<file path="config.mk">
export PLATFORM = sky130hd
export DESIGN_NAME = text_trim_stream
export DESIGN_NICKNAME = d
export VERILOG_FILES = /design/src/design/ttrim_pkg.sv /design/src/design/ttrim_dp.sv /design/src/design/ttrim_ctrl.sv /design/src/design/text_trim_stream.sv
export SDC_FILE = /design/constraint.sdc
export NUM_CORES = 1
export LEC_CHECK = 0
export BUFFER_PORTS_ARGS = -buffer_cell sky130_fd_sc_hd__buf_2
export CELL_PAD_IN_SITES_DETAIL_PLACEMENT = 1
export CELL_PAD_IN_SITES_GLOBAL_PLACEMENT = 1
export CORE_UTILIZATION = 40
export DETAILED_ROUTE_END_ITERATION = 10
export PLACE_DENSITY_LB_ADDON = 0.12
export SETUP_SLACK_MARGIN = 0.2
export SLEW_MARGIN = 20
export SYNTH_ARGS = -nofsm -noshare
export SYNTH_HDL_FRONTEND = slang
export SYNTH_HIERARCHICAL = 1
export SYNTH_SLANG_ARGS = --single-unit
</file>
<file path="constraint.sdc">
create_clock -name clk -period 9.9 [get_ports clk]
set_input_delay 0.495 -clock clk [delete_from_list [all_inputs] [get_ports clk]]
set_output_delay 0.495 -clock clk [all_outputs]
set_load 0.02 [all_outputs]
</file>
<file path="src/design/ttrim_pkg.sv">
// ttrim_pkg: shared types and constants for the text trim stream block
// used by ttrim_ctrl, ttrim_dp and text_trim_stream; no dependencies
`timescale 1ns / 1ps

package ttrim_pkg;

    // configuration register indexes
    localparam logic [2:0] REG_SET_LOW      = 3'd0;
    localparam logic [2:0] REG_SET_MID_LOW  = 3'd1;
    localparam logic [2:0] REG_SET_MID_HIGH = 3'd2;
    localparam logic [2:0] REG_SET_HIGH     = 3'd3;
    localparam logic [2:0] REG_USE_WS       = 3'd4;

    localparam int CFG_INDEX_W = 3;
    localparam int CFG_DATA_W  = 64;
    localparam int BYTE_W      = 8;

    // byte codes
    localparam logic [7:0] CHAR_NUL   = 8'h00;
    localparam logic [7:0] CHAR_SPACE = 8'h20;
    localparam logic [7:0] CHAR_TAB   = 8'h09;
    localparam logic [7:0] CHAR_CR    = 8'h0D;

    // controller states
    typedef enum logic [1:0] {
        ST_IDLE,
        ST_FLUSH,
        ST_LAST,
        ST_TERM
    } state_t;

    // source of the next result item
    typedef enum logic [1:0] {
        SRC_INPUT,
        SRC_HELD,
        SRC_PENDING,
        SRC_TERM
    } out_src_t;

    // commands from controller to datapath
    typedef struct packed {
        logic     in_ready;
        logic     capture;
        logic     push;
        logic     set_ovf;
        logic     set_body;
        logic     ptr_clear;
        logic     ptr_inc;
        logic     clear_count;
        logic     term_clear;
        logic     load_out;
        out_src_t src;
    } ttrim_cmd_t;

    // status from datapath to controller
    typedef struct packed {
        logic is_nul;
        logic is_trim;
        logic in_body;
        logic cnt_zero;
        logic cnt_full;
        logic flush_last;
        logic out_free;
    } ttrim_stat_t;

endpackage

</file>
<file path="src/design/ttrim_dp.sv">
// ttrim_dp: datapath of the text trim stream block
// holds config registers, trim classifier, pending buffer memory and output register
// depends on ttrim_pkg
`timescale 1ns / 1ps

module ttrim_dp #(
    parameter int PENDING_DEPTH = 32
) (
    input  logic                                 clk,
    input  logic                                 rst_n,
    input  logic                                 cfg_wen,
    input  logic [ttrim_pkg::CFG_INDEX_W-1:0]    cfg_index,
    input  logic [ttrim_pkg::CFG_DATA_W-1:0]     cfg_wdata,
    input  logic [ttrim_pkg::BYTE_W-1:0]         in_byte,
    input  logic                                 m_tready,
    input  ttrim_pkg::ttrim_cmd_t                cmd,
    output ttrim_pkg::ttrim_stat_t               stat,
    output logic                                 m_tvalid,
    output logic [ttrim_pkg::BYTE_W-1:0]         m_tdata,
    output logic                                 m_tlast,
    output logic                                 m_tuser
);

    localparam int CW = $clog2(PENDING_DEPTH + 1);
    localparam int AW = (PENDING_DEPTH > 1) ? $clog2(PENDING_DEPTH) : 1;

    // configuration registers
    logic [63:0] set_low_reg;
    logic [63:0] set_mid_low_reg;
    logic [63:0] set_mid_high_reg;
    logic [63:0] set_high_reg;
    logic        use_ws_reg;

    // string state
    logic          in_body_reg;
    logic          ovf_reg;
    logic [CW-1:0] count_reg;
    logic [CW-1:0] count_next;
    logic [AW-1:0] ptr_reg;
    logic [AW-1:0] ptr_next;

    // pending buffer and held byte
    logic [ttrim_pkg::BYTE_W-1:0] mem [PENDING_DEPTH];
    logic [ttrim_pkg::BYTE_W-1:0] rd_data_reg;
    logic [ttrim_pkg::BYTE_W-1:0] held_reg;

    // output register
    logic                         out_valid_reg;
    logic [ttrim_pkg::BYTE_W-1:0] out_byte_reg;
    logic                         out_last_reg;
    logic                         out_ovf_reg;
    logic [ttrim_pkg::BYTE_W-1:0] out_byte_next;
    logic                         out_last_next;
    logic                         out_ovf_next;

    logic [63:0] set_word;
    logic        trim_ws;
    logic        out_free;

    // config write decoder
    always_ff @(posedge clk or negedge rst_n)
    begin
        if (!rst_n)
        begin
            set_low_reg      <= '0;
            set_mid_low_reg  <= '0;
            set_mid_high_reg <= '0;
            set_high_reg     <= '0;
            use_ws_reg       <= 1'b1;
        end
        else if (cfg_wen)
        begin
            unique case (cfg_index)
                ttrim_pkg::REG_SET_LOW:      set_low_reg      <= cfg_wdata;
                ttrim_pkg::REG_SET_MID_LOW:  set_mid_low_reg  <= cfg_wdata;
                ttrim_pkg::REG_SET_MID_HIGH: set_mid_high_reg <= cfg_wdata;
                ttrim_pkg::REG_SET_HIGH:     set_high_reg     <= cfg_wdata;
                ttrim_pkg::REG_USE_WS:       use_ws_reg       <= cfg_wdata[0];
                default: ;
            endcase
        end
    end

    // trim set classifier
    always_comb
    begin
        case (in_byte[7:6])
            2'd0:    set_word = set_low_reg;
            2'd1:    set_word = set_mid_low_reg;
            2'd2:    set_word = set_mid_high_reg;
            default: set_word = set_high_reg;
        endcase
        trim_ws = (in_byte == ttrim_pkg::CHAR_SPACE) ||
                  ((in_byte >= ttrim_pkg::CHAR_TAB) && (in_byte <= ttrim_pkg::CHAR_CR));
    end

    assign out_free = !out_valid_reg || m_tready;

    // status to controller
    always_comb
    begin
        stat.is_nul     = (in_byte == ttrim_pkg::CHAR_NUL);
        stat.is_trim    = use_ws_reg ? trim_ws : set_word[in_byte[5:0]];
        stat.in_body    = in_body_reg;
        stat.cnt_zero   = (count_reg == '0);
        stat.cnt_full   = (count_reg == CW'(PENDING_DEPTH));
        stat.flush_last = (CW'(ptr_reg) == count_reg - CW'(1));
        stat.out_free   = out_free;
    end

    // pending count and flush pointer next values
    always_comb
    begin
        count_next = count_reg;
        if (cmd.clear_count || cmd.term_clear)
            count_next = '0;
        else if (cmd.push)
            count_next = count_reg + CW'(1);

        ptr_next = ptr_reg;
        if (cmd.ptr_clear)
            ptr_next = '0;
        else if (cmd.ptr_inc)
            ptr_next = AW'(ptr_reg + AW'(1));
    end

    // string state registers
    always_ff @(posedge clk or negedge rst_n)
    begin
        if (!rst_n)
        begin
            in_body_reg <= 1'b0;
            ovf_reg     <= 1'b0;
            count_reg   <= '0;
            ptr_reg     <= '0;
        end
        else
        begin
            count_reg <= count_next;
            ptr_reg   <= ptr_next;
            if (cmd.term_clear)
            begin
                in_body_reg <= 1'b0;
                ovf_reg     <= 1'b0;
            end
            else
            begin
                if (cmd.set_body)
                    in_body_reg <= 1'b1;
                if (cmd.set_ovf)
                    ovf_reg <= 1'b1;
            end
        end
    end

    // pending buffer memory, one write and one registered read per cycle
    always_ff @(posedge clk)
    begin
        if (cmd.push)
            mem[count_reg[AW-1:0]] <= in_byte;
        rd_data_reg <= mem[ptr_next];
    end

    // held non-trim byte waiting for its flush
    always_ff @(posedge clk)
    begin
        if (cmd.capture)
            held_reg <= in_byte;
    end

    // result item select
    always_comb
    begin
        out_byte_next = in_byte;
        out_last_next = 1'b1;
        out_ovf_next  = 1'b0;
        case (cmd.src)
            ttrim_pkg::SRC_INPUT:
            begin
                out_byte_next = in_byte;
            end
            ttrim_pkg::SRC_HELD:
            begin
                out_byte_next = held_reg;
            end
            ttrim_pkg::SRC_PENDING:
            begin
                out_byte_next = rd_data_reg;
                out_last_next = 1'b0;
            end
            default:
            begin
                out_byte_next = ttrim_pkg::CHAR_NUL;
                out_ovf_next  = ovf_reg;
            end
        endcase
    end

    // output register valid
    always_ff @(posedge clk or negedge rst_n)
    begin
        if (!rst_n)
            out_valid_reg <= 1'b0;
        else if (cmd.load_out)
            out_valid_reg <= 1'b1;
        else if (m_tready)
            out_valid_reg <= 1'b0;
    end

    // output register payload
    always_ff @(posedge clk)
    begin
        if (cmd.load_out)
        begin
            out_byte_reg <= out_byte_next;
            out_last_reg <= out_last_next;
            out_ovf_reg  <= out_ovf_next;
        end
    end

    assign m_tvalid = out_valid_reg;
    assign m_tdata  = out_byte_reg;
    assign m_tlast  = out_last_reg;
    assign m_tuser  = out_ovf_reg;

    // pending count stays within the buffer
    a_count_bound: assert property (@(posedge clk) disable iff (!rst_n)
        count_reg <= CW'(PENDING_DEPTH))
        else $error("pending count beyond buffer depth");

    // a result is loaded only when the output register can take it
    a_load_free: assert property (@(posedge clk) disable iff (!rst_n)
        cmd.load_out |-> out_free)
        else $error("result loaded over an untaken item");

    // terminator leaves the string state cleared
    a_term_clear: assert property (@(posedge clk) disable iff (!rst_n)
        cmd.term_clear |=> (count_reg == '0) && !in_body_reg && !ovf_reg)
        else $error("string state not cleared after terminator");

endmodule

</file>
<file path="src/design/ttrim_ctrl.sv">
// ttrim_ctrl: controller state machine of the text trim stream block
// sequences accept, pending flush and terminator; depends on ttrim_pkg
`timescale 1ns / 1ps

module ttrim_ctrl (
    input  logic                   clk,
    input  logic                   rst_n,
    input  logic                   s_tvalid,
    input  ttrim_pkg::ttrim_stat_t stat,
    output ttrim_pkg::ttrim_cmd_t  cmd
);

    ttrim_pkg::state_t state_reg;
    ttrim_pkg::state_t state_next;

    // state register
    always_ff @(posedge clk or negedge rst_n)
    begin
        if (!rst_n)
            state_reg <= ttrim_pkg::ST_IDLE;
        else
            state_reg <= state_next;
    end

    // next state and commands
    always_comb
    begin
        state_next = state_reg;
        cmd        = '0;
        cmd.src    = ttrim_pkg::SRC_INPUT;
        unique case (state_reg)
            ttrim_pkg::ST_IDLE:
            begin
                cmd.in_ready = 1'b1;
                if (s_tvalid)
                begin
                    if (stat.is_nul)
                    begin
                        // terminator goes out now or waits in its own state
                        if (stat.out_free)
                        begin
                            cmd.load_out   = 1'b1;
                            cmd.src        = ttrim_pkg::SRC_TERM;
                            cmd.term_clear = 1'b1;
                        end
                        else
                        begin
                            state_next = ttrim_pkg::ST_TERM;
                        end
                    end
                    else if (stat.is_trim)
                    begin
                        // leading trim bytes drop, inner ones are held
                        if (stat.in_body)
                        begin
                            if (stat.cnt_full)
                                cmd.set_ovf = 1'b1;
                            else
                                cmd.push = 1'b1;
                        end
                    end
                    else
                    begin
                        cmd.set_body = 1'b1;
                        if (stat.cnt_zero && stat.out_free)
                        begin
                            cmd.load_out = 1'b1;
                            cmd.src      = ttrim_pkg::SRC_INPUT;
                        end
                        else
                        begin
                            cmd.capture = 1'b1;
                            if (stat.cnt_zero)
                            begin
                                state_next = ttrim_pkg::ST_LAST;
                            end
                            else
                            begin
                                cmd.ptr_clear = 1'b1;
                                state_next    = ttrim_pkg::ST_FLUSH;
                            end
                        end
                    end
                end
            end
            ttrim_pkg::ST_FLUSH:
            begin
                // one held byte per cycle from the pending buffer while the output is free
                if (stat.out_free)
                begin
                    cmd.load_out = 1'b1;
                    cmd.src      = ttrim_pkg::SRC_PENDING;
                    if (stat.flush_last)
                    begin
                        cmd.clear_count = 1'b1;
                        state_next      = ttrim_pkg::ST_LAST;
                    end
                    else
                    begin
                        cmd.ptr_inc = 1'b1;
                    end
                end
            end
            ttrim_pkg::ST_LAST:
            begin
                if (stat.out_free)
                begin
                    cmd.load_out = 1'b1;
                    cmd.src      = ttrim_pkg::SRC_HELD;
                    state_next   = ttrim_pkg::ST_IDLE;
                end
            end
            ttrim_pkg::ST_TERM:
            begin
                if (stat.out_free)
                begin
                    cmd.load_out   = 1'b1;
                    cmd.src        = ttrim_pkg::SRC_TERM;
                    cmd.term_clear = 1'b1;
                    state_next     = ttrim_pkg::ST_IDLE;
                end
            end
            default:
            begin
                state_next = ttrim_pkg::ST_IDLE;
            end
        endcase
    end

    // a flush is only ever entered with bytes in the buffer
    a_flush_nonempty: assert property (@(posedge clk) disable iff (!rst_n)
        (state_reg == ttrim_pkg::ST_FLUSH) |-> !stat.cnt_zero)
        else $error("flush with empty pending buffer");

endmodule

</file>
<file path="src/design/text_trim_stream.sv">
// text_trim_stream: top level of the streaming string trim block
// joins ttrim_ctrl and ttrim_dp; depends on ttrim_pkg
`timescale 1ns / 1ps

// Trims a NUL-terminated byte string arriving one byte per item. Leading
// trim-set bytes are dropped, inner trim-set bytes are held in a pending
// buffer of PENDING_DEPTH entries and sent ahead of the next kept byte,
// trailing ones are discarded at the NUL, which yields one terminator item
// (byte 0, tlast high, tuser = pending overflow seen during the string).
// tlast marks the last result item caused by an input item. Trim-set bytes
// and kept bytes with nothing held are taken in the idle state, so plain
// text runs at one item per cycle while the output is free. A kept byte
// after held bytes is captured and input waits while the held bytes leave
// the single read port of the pending buffer memory at one per cycle, then
// the kept byte. A stalled output holds the block once its output register
// is full. The pending buffer needs no clearing after reset. Configuration
// must be written only while no item is in flight; nothing here enforces it.

module text_trim_stream #(
    parameter int PENDING_DEPTH = 32
) (
    input  logic                              clk,
    input  logic                              rst_n,
    // configuration write port
    input  logic                              cfg_wen,
    input  logic [ttrim_pkg::CFG_INDEX_W-1:0] cfg_index,
    input  logic [ttrim_pkg::CFG_DATA_W-1:0]  cfg_wdata,
    // input stream
    input  logic                              s_tvalid,
    output logic                              s_tready,
    input  logic [7:0]                        s_tdata,   // [7:0] byte_in
    // result stream
    output logic                              m_tvalid,
    input  logic                              m_tready,
    output logic [7:0]                        m_tdata,   // [7:0] byte_out
    output logic                              m_tlast,   // run_end
    output logic                              m_tuser    // [0] overflowed
);

    ttrim_pkg::ttrim_cmd_t  cmd;
    ttrim_pkg::ttrim_stat_t stat;

    // controller
    ttrim_ctrl u_ctrl (
        .clk      (clk),
        .rst_n    (rst_n),
        .s_tvalid (s_tvalid),
        .stat     (stat),
        .cmd      (cmd)
    );

    // datapath
    ttrim_dp #(
        .PENDING_DEPTH (PENDING_DEPTH)
    ) u_dp (
        .clk       (clk),
        .rst_n     (rst_n),
        .cfg_wen   (cfg_wen),
        .cfg_index (cfg_index),
        .cfg_wdata (cfg_wdata),
        .in_byte   (s_tdata),
        .m_tready  (m_tready),
        .cmd       (cmd),
        .stat      (stat),
        .m_tvalid  (m_tvalid),
        .m_tdata   (m_tdata),
        .m_tlast   (m_tlast),
        .m_tuser   (m_tuser)
    );

    assign s_tready = cmd.in_ready;

endmodule
</file>
==> results of run 1 <==
timing repair:
item,4_1_cts,5_1_grt
gates resized for setup,0,0
endpoints found under the hold margin,58,0
hold buffers,1,0
final cells by class:
type / instances / area, sq um
fill: 5745 / 31800
sequential: 555 / 15200
multi-input combinational: 807 / 8430
clock buffer: 81 / 1710
tap: 773 / 967
timing repair buffer: 122 / 724
clock inverter: 34 / 303
inverter: 14 / 52.6
antenna: 1 / 2.50
worst paths after layout:
check	start	endpoint	slack [ns]	cells after the start
hold / removal	cfg_wdata[15]	u_dp/set_high_reg[15]	0.14	2
setup reg to reg	u_dp/set_mid_low_reg[0]	u_dp/rd_data_reg[6]	4.20	16
hold reg to reg	u_dp/set_mid_high_reg[42]	u_dp/set_mid_high_reg[42]	0.50	1
min in group asynchronous	rst_n	u_dp/set_low_reg[45]	0.50	2
max in group asynchronous	rst_n	u_dp/set_mid_high_reg[55]	7.95	3
setup / recovery	s_tdata[0]	u_dp/rd_data_reg[6]	3.62	18
critical path, stage by stage:
cell                       delay [ns]
sky130_fd_sc_hd__buf_4           0.44
sky130_fd_sc_hd__buf_4           0.56
sky130_fd_sc_hd__mux4_2          0.32
sky130_fd_sc_hd__nor2_1          0.05
sky130_fd_sc_hd__a311oi_1        0.29
sky130_fd_sc_hd__mux2i_1         0.14
sky130_fd_sc_hd__a221oi_1        0.35
sky130_fd_sc_hd__o32ai_1         0.14
sky130_fd_sc_hd__a32oi_1         0.76
sky130_fd_sc_hd__nor4_1          0.12
sky130_fd_sc_hd__buf_4           0.21
sky130_fd_sc_hd__nor2_4          0.56
sky130_fd_sc_hd__buf_4           0.90
sky130_fd_sc_hd__mux2i_1         0.22
sky130_fd_sc_hd__mux4_2          0.51
sky130_fd_sc_hd__mux2i_1         0.33
sky130_fd_sc_hd__nand2_1         0.13
sky130_fd_sc_hd__o21ai_1         0.11
routing by layer:
metal	wire length [um]	share of wire [%]	vias to the layer above	global-route usage, %
li1	-	-	5800	-
met4	1440	2.4	14	6.15
met2	29300	50	180	33.7
met3	2070	3.5	98	3.54
met1	26100	44	6972	26.1
met5	91	0.15	-	0
through the flow:
step                setup WS, ns  cells  instance area (sq um)  utilization [%]
floorplan                   5.59   1462                  24000                -
global placement            3.04   2270                  25400             42.8
detailed placement          3.00   2270                  25400             42.8
CTS                         3.58   2386                  27400             46.3
global route                3.31   2386                  27400             46.3
finish                      3.62   2387                  27400             46.3
power by group through the flow:
stage	Clock, mW	Sequential (mW)	Combinational [mW]
floorplan	0	2.84	1.25
global placement	0	2.88	1.69
detailed placement	0	2.89	1.71
CTS	2.34	2.85	1.72
global route	2.41	2.88	1.81
finish	2.26	2.85	1.68
kinds of logic (layout without fill, tap and decap cells):
logic type | after synthesis | after routing | share of synthesized area [%]
simple gates | 172 | 172 | 3.41
mux | 524 | 524 | 27.9
flops | 555 | 555 | 63.3
compound gates | 86 | 86 | 2.31
fa+ha+maj | 11 | 11 | 0.573
xor+xnor | 14 | 14 | 0.510
other cells | 0 | 1 | 0
buf+inv | 100 | 251 | 2.02
synthesized netlist by cell type (all sizes together), types with 11 or more instances:
library cell / count / area (sq um)
ha: 11 / 138
clkbuf: 44 / 165
buf: 42 / 269
dfrtp: 272 / 6810
nand2: 40 / 150
nor2: 49 / 186
o21ai: 35 / 175
edfxtp: 274 / 8230
inv: 13 / 48.8
mux2: 269 / 3030
nor3: 26 / 130
mux4: 89 / 2000
mux2i: 166 / 1660
==> results_tabular.tex, run 1 <==
\begin{tabular}{lr}
\hline
Metric & Value \\
\hline
\multicolumn{2}{l}{\textbf{Outcome}} \\
\quad Outcome & finished with violations \\
\quad Failing checks & DRC \\
\multicolumn{2}{l}{\textbf{Global route}} \\
\quad Total GRT Usage & 20.0\% \\
\quad Total global routing overflow & 0 \\
\quad Vias in the first global route & 14.6k \\
\quad Pin count of the biggest net entering global routing & 169 \\
\quad First-pass GRT wire length & 90.9 mm \\
\quad Number of antenna violations at the first check in global routing & 9 \\
\multicolumn{2}{l}{\textbf{STA}} \\
\quad Maximum clock rate & 159 MHz \\
\quad Relative slew margins & 26.1\% \\
\quad Setup repair after global routing missed its margin & no \\
\quad Post-Route Hold Slack & 0.145 ns \\
\quad Tmin final & 6.28 ns \\
\quad Final Skew & 0.0317 ns \\
\quad Final number of hold-violating endpoints & 0 \\
\quad Setup Total Neg Slack & 0 ns \\
\quad Pin slew with the least headroom to its limit & 1.11 ns \\
\quad Setup-failing EPs final & 0 \\
\quad Number of max-slew violations in the final report & 0 \\
\quad Final period utilization & 63.4\% \\
\multicolumn{2}{l}{\textbf{Job}} \\
\quad Number of max-cap violations & 0 \\
\multicolumn{2}{l}{\textbf{Yosys}} \\
\quad Number of flops mapped to enable cells by yosys & 274 \\
\quad Sequential area share after synthesis & 63.3\% \\
\quad Combined area of all synthesized cells & 24000 sq um \\
\quad Yosys reg bits & 555 \\
\quad Mean instance size in the synthesized netlist & 16.4 sq um \\
\quad Yosys synthesis warning count & 6 \\
\quad Synth Net Count & 1553 \\
\quad Post-synthesis instance total & 1462 \\
\quad Synth Flop Type & sky130\_fd\_sc\_hd\_\_edfxtp\_1 \\
\quad Yosys cell types & 56 \\
\quad Async set-reset flop share out of synthesis & 49.2\% \\
\multicolumn{2}{l}{\textbf{Clock tree}} \\
\quad Insertion delay to the later sink of the worst-skew pair & 0.63 ns \\
\quad Clock Sink Count & 555 \\
\quad Clock tree root driver cell & sky130\_fd\_sc\_hd\_\_clkbuf\_16 \\
\quad Buffers from clock root to sink, at most & 3 \\
\quad Clk slew on worst S/H paths & 0.06 ns \\
\quad TritonCTS clock tree & built \\
\quad H-tree Lvls & 2 \\
\quad Number of buffers created by CTS & 61 \\
\quad Post-CTS setup buffer count & 0 \\
\multicolumn{2}{l}{\textbf{Drt}} \\
\quad Post-route antenna net violation count & 0 \\
\quad DR DRC count & 8 \\
\quad First-pass detailed-route iteration total & 7 \\
\quad Vias per cell & 5.47 \\
\quad Initial drt markers & 522 \\
\quad Total routed wirelength & 59.0 mm \\
\quad Post-DR wirelength/cell & 24.7 um \\
\quad Number of vias after detailed routing & 13.1k \\
\multicolumn{2}{l}{\textbf{Floorplan}} \\
\quad Number of placed I/O pins & 92 \\
\quad Starting density of the core & 40.6\% \\
\quad Row Count & 89 \\
\quad Area of the placeable core & 59200 sq um \\
\quad Die area & 61100 sq um \\
\quad DIE WIDTH & 247 um \\
\quad Die height & 247 um \\
\multicolumn{2}{l}{\textbf{Pwr}} \\
\quad Sw Ratio & 27.9\% \\
\quad Clock Power Share & 33.3\% \\
\quad Total power per unit cell area & 248 nW/um\^{}2 \\
\quad Power consumption & 6.79 mW \\
\quad Standby leakage power & 10.5 nW \\
\quad Cell Int Power & 4.90 mW \\
\quad Combinational Power Share & 24.8\% \\
\quad Worst ir drop on vdd & 0.000155 V \\
\quad Net Sw Power & 1.89 mW \\
\quad Proportion of power drawn by flip-flops and latches & 41.9\% \\
\multicolumn{2}{l}{\textbf{Placement}} \\
\quad Routability cong. & 0.755 \\
\quad DP HPWL & 35.5 mm \\
\quad Total of buffers placed on input and output ports & 91 \\
\multicolumn{2}{l}{\textbf{Setup path}} \\
\quad Critical path data arrival time & 6.80 ns \\
\quad Kind of end point of the critical path & register \\
\quad Category of the worst setup path launch point & primary input \\
\quad Critical path peak fanout & 60 \\
\quad Crit Path Class & primary input to register \\
\quad Required arrival time at the worst endpoint & 10.43 ns \\
\multicolumn{2}{l}{\textbf{Layout}} \\
\quad Net count of the finished layout & 1652 \\
\quad Fraction of layout instances using a drive strength above 1 & 36.6\% \\
\quad Commonest cells after routing, fill and taps aside & sky130\_fd\_sc\_hd\_\_edfxtp\_1, sky130\_fd\_sc\_hd\_\_dfrtp\_1, sky130\_fd\_sc\_hd\_\_mux2\_2 \\
\quad Leading cell type in the layout, fill and taps excluded & sky130\_fd\_sc\_hd\_\_edfxtp\_1 \\
\quad Flip-flop count of the largest register, all copies and words added & 256 \\
\quad Layout area overhead & 14.0\% \\
\multicolumn{2}{l}{\textbf{Worst hold path}} \\
\quad Class of the worst hold path & primary input to register \\
\hline
\end{tabular}
No activity file was read; power rests on OpenSTA's default activity.
==> run 2: changes to the inputs <==
Clock period 9.9 ns to 6.3 ns, I/O delays scaled along.
==> run 2 against run 1 <==
  * The flow still finishes with violations (DRC)
  * Highest routed layer unchanged
  * Sequential power up 57%
  * Utilization is 1.5 points higher
  * Sequential cell count is the same
  * Setup slack got worse by 2.2 ns
  * Sequential share of layout area decreased by 1.7 points
  * Power up 59%
  * Via count is 2.2% higher
  * Worst hold slack worse by 0.10 ns
  * First-iteration DRC count grew 2.5%
==> results_tabular.tex, run 2 (synthesis gave the netlist of run 1 again) <==
\begin{tabular}{lr}
\hline
Metric & Value \\
\hline
\multicolumn{2}{l}{\textbf{Drt}} \\
\quad Post-route antenna net violation count & 0 \\
\quad Initial drt markers & 535 \\
\quad Total routed wirelength & 60.0 mm \\
\quad Number of vias after detailed routing & 13.4k \\
\quad DR DRC count & 8 \\
\quad First-pass detailed-route iteration total & 7 \\
\quad Vias per cell & 5.38 \\
\quad Post-DR wirelength/cell & 24.2 um \\
\multicolumn{2}{l}{\textbf{Global route}} \\
\quad First-pass GRT wire length & 92.7 mm \\
\quad Number of antenna violations at the first check in global routing & 3 \\
\quad Total GRT Usage & 20.3\% \\
\quad Total global routing overflow & 0 \\
\quad Pin count of the biggest net entering global routing & 159 \\
\quad Vias in the first global route & 14.8k \\
\multicolumn{2}{l}{\textbf{Setup path}} \\
\quad Worst path buffer plus inverter count & 5 \\
\quad List of cells traversed by the critical path & buf\_6 > buf\_4 > mux4\_2 > a22oi\_1 > a21oi\_1 > o21ai\_0 > o21ai\_0 > o211ai\_1 > a32oi\_1 > nor4\_1 > buf\_4 > nor2\_4 > buf\_4 > buf\_4 > mux2i\_1 > mux4\_2 > mux2i\_1 > nand2\_1 > o21ai\_1 \\
\quad Critical path peak fanout & 52 \\
\quad Category of the worst setup path launch point & primary input \\
\quad Critical path data arrival time & 5.43 ns \\
\quad Kind of cell adding the most delay to the critical path & buffers and inverters \\
\quad Kind of end point of the critical path & register \\
\quad Required arrival time at the worst endpoint & 6.85 ns \\
\quad Crit Path Class & primary input to register \\
\quad Cell type of the slowest stage on the worst timing path & sky130\_fd\_sc\_hd\_\_mux4\_2 \\
\quad Cell repeated most along the worst path & sky130\_fd\_sc\_hd\_\_buf\_4 \\
\quad Max incr delay on CP & 0.52 ns \\
\multicolumn{2}{l}{\textbf{Floorplan}} \\
\quad Die area & 61100 sq um \\
\quad DIE WIDTH & 247 um \\
\quad Number of placed I/O pins & 92 \\
\quad Area of the placeable core & 59200 sq um \\
\quad Starting density of the core & 40.6\% \\
\quad Row Count & 89 \\
\quad Die height & 247 um \\
\multicolumn{2}{l}{\textbf{STA}} \\
\quad Setup Total Neg Slack & 0 ns \\
\quad Final period utilization & 77.4\% \\
\quad Tmin final & 4.88 ns \\
\quad Pin slew with the least headroom to its limit & 1.08 ns \\
\quad Maximum clock rate & 205 MHz \\
\quad Setup repair after global routing missed its margin & no \\
\quad Setup slack of the critical path after layout & 1.42 ns \\
\quad Number of max-slew violations in the final report & 0 \\
\quad Final Skew & 0.0229 ns \\
\quad Final number of hold-violating endpoints & 0 \\
\quad Relative slew margins & 27.9\% \\
\quad Setup-failing EPs final & 0 \\
\multicolumn{2}{l}{\textbf{Layout}} \\
\quad Flip-flop count of the largest register, all copies and words added & 256 \\
\quad Count of placed standard cells in the final layout, fillers left out & 2483 \\
\quad Multi-input logic area & 8380 sq um \\
\quad Net count of the finished layout & 1748 \\
\quad Design area & 28300 sq um \\
\quad Commonest cells after routing, fill and taps aside & sky130\_fd\_sc\_hd\_\_edfxtp\_1, sky130\_fd\_sc\_hd\_\_dfrtp\_1, sky130\_fd\_sc\_hd\_\_mux2\_2 \\
\quad Number of fill cells & 5750 \\
\quad Fraction of layout instances using a drive strength above 1 & 36.5\% \\
\quad FF/Latch Area & 15200 sq um \\
\quad Leading cell type in the layout, fill and taps excluded & sky130\_fd\_sc\_hd\_\_edfxtp\_1 \\
\quad Layout area overhead & 17.6\% \\
\quad Post-Route Utilization & 47.7\% \\
\multicolumn{2}{l}{\textbf{Pwr}} \\
\quad Standby leakage power & 11.0 nW \\
\quad Net Sw Power & 3.04 mW \\
\quad Combinational Power Share & 25.4\% \\
\quad Total power per unit cell area & 381 nW/um\^{}2 \\
\quad Clock Power Share & 33.0\% \\
\quad Proportion of power drawn by flip-flops and latches & 41.5\% \\
\quad Sw Ratio & 28.2\% \\
\quad Cell Int Power & 7.73 mW \\
\quad Worst ir drop on vdd & 0.000300 V \\
\multicolumn{2}{l}{\textbf{Clock tree}} \\
\quad Number of buffers created by CTS & 61 \\
\quad Buffers from clock root to sink, at most & 3 \\
\quad H-tree Lvls & 2 \\
\quad Clock tree root driver cell & sky130\_fd\_sc\_hd\_\_clkbuf\_16 \\
\quad Clk slew on worst S/H paths & 0.06 ns \\
\quad TritonCTS clock tree & built \\
\quad Insertion delay to the later sink of the worst-skew pair & 0.62 ns \\
\quad Post\_cts resized & 0 \\
\quad Clock Sink Count & 555 \\
\multicolumn{2}{l}{\textbf{Placement}} \\
\quad Cell count after placement & 2303 \\
\quad Total of buffers placed on input and output ports & 91 \\
\quad Worst slack at placement & 0.726 ns \\
\quad DP HPWL & 37.2 mm \\
\quad Routability cong. & 0.728 \\
\quad Area post-placement & 25600 sq um \\
\multicolumn{2}{l}{\textbf{Outcome}} \\
\quad Outcome & finished with violations \\
\quad Failing checks & DRC \\
\multicolumn{2}{l}{\textbf{Worst hold path}} \\
\quad Class of the worst hold path & primary input to register \\
\multicolumn{2}{l}{\textbf{Job}} \\
\quad Number of max-cap violations & 0 \\
\hline
\end{tabular}
run 2: final cells by class:
| type | instances | share of cell area [%] |
|---|---|---|
| flip-flops and latches | 555 | 53.8 |
| multi-input cells | 807 | 29.6 |
| clock buffers | 83 | 6.16 |
| repair buffers | 218 | 5.80 |
| well taps | 773 | 3.42 |
| clock inverters | 32 | 0.951 |
| inverters | 14 | 0.186 |
| diodes | 1 | 0.00885 |
run 2: worst register-to-register path, stage by stage, from the launching register on:
cell and delay, ns:
sky130_fd_sc_hd__dfrtp_1 0.34, sky130_fd_sc_hd__mux4_2 0.25, sky130_fd_sc_hd__nor2_1 0.04, sky130_fd_sc_hd__a311oi_1 0.40, sky130_fd_sc_hd__mux2i_1 0.15, sky130_fd_sc_hd__a221oi_1 0.35
sky130_fd_sc_hd__o32ai_1 0.17, sky130_fd_sc_hd__a32oi_1 0.41, sky130_fd_sc_hd__nor4_1 0.13, sky130_fd_sc_hd__buf_4 0.20, sky130_fd_sc_hd__nor2_4 0.40, sky130_fd_sc_hd__buf_4 0.61
sky130_fd_sc_hd__mux2i_1 0.23, sky130_fd_sc_hd__mux4_2 0.56, sky130_fd_sc_hd__mux2_2 0.31, sky130_fd_sc_hd__o21ai_1 0.11
run 2: power groups by stage:
| stage | registers [mW] | logic [mW] | clock network [mW] |
|---|---|---|---|
| after detailed placement | 4.54 | 2.77 | 0 |
| final | 4.47 | 2.74 | 3.56 |
| after global placement | 4.53 | 2.70 | 0 |
| after CTS | 4.48 | 2.81 | 3.66 |
| after floorplan | 4.47 | 1.96 | 0 |
| after global routing | 4.53 | 2.95 | 3.77 |
run 2: metal layers:
metal	up-vias	share of wire, %	global-route usage, %
met3	86	3.2	2.70
met1	7057	43	26.2
li1	5994	-	-
met2	212	52	35.4
met4	4	2.5	6.46
met5	-	0.037	0
run 2: repair_timing:
| item | in CTS | in global routing |
|---|---|---|
| hold buffers | 63 | 0 |
| setup buffers | 0 | 0 |
| hold endpoints to repair | 360 | 0 |
run 2: worst paths after layout:
kind,startpoint,to,slack (ns),cells after the start
worst min-delay path,cfg_wdata[12],u_dp/set_high_reg[12],0.04,2
min in group asynchronous,rst_n,u_dp/m_tvalid,0.37,2
max in group asynchronous,rst_n,u_dp/set_low_reg[62],4.51,3
worst max-delay path,s_tdata[6],u_dp/rd_data_reg[7],1.42,19
worst max register to register,u_dp/set_low_reg[3],u_dp/rd_data_reg[0],1.56,15
worst min register to register,u_dp/in_body_reg,u_dp/in_body_reg,0.50,2
run 2: through the flow:
stage | hold slack, ns | total power, mW
floorplan | 0.0194 | 6.43
global placement | 0.465 | 7.23
detailed placement | 0.476 | 7.31
CTS | 0.00647 | 10.9
global route | 0.0323 | 11.3
finish | 0.0406 | 10.8
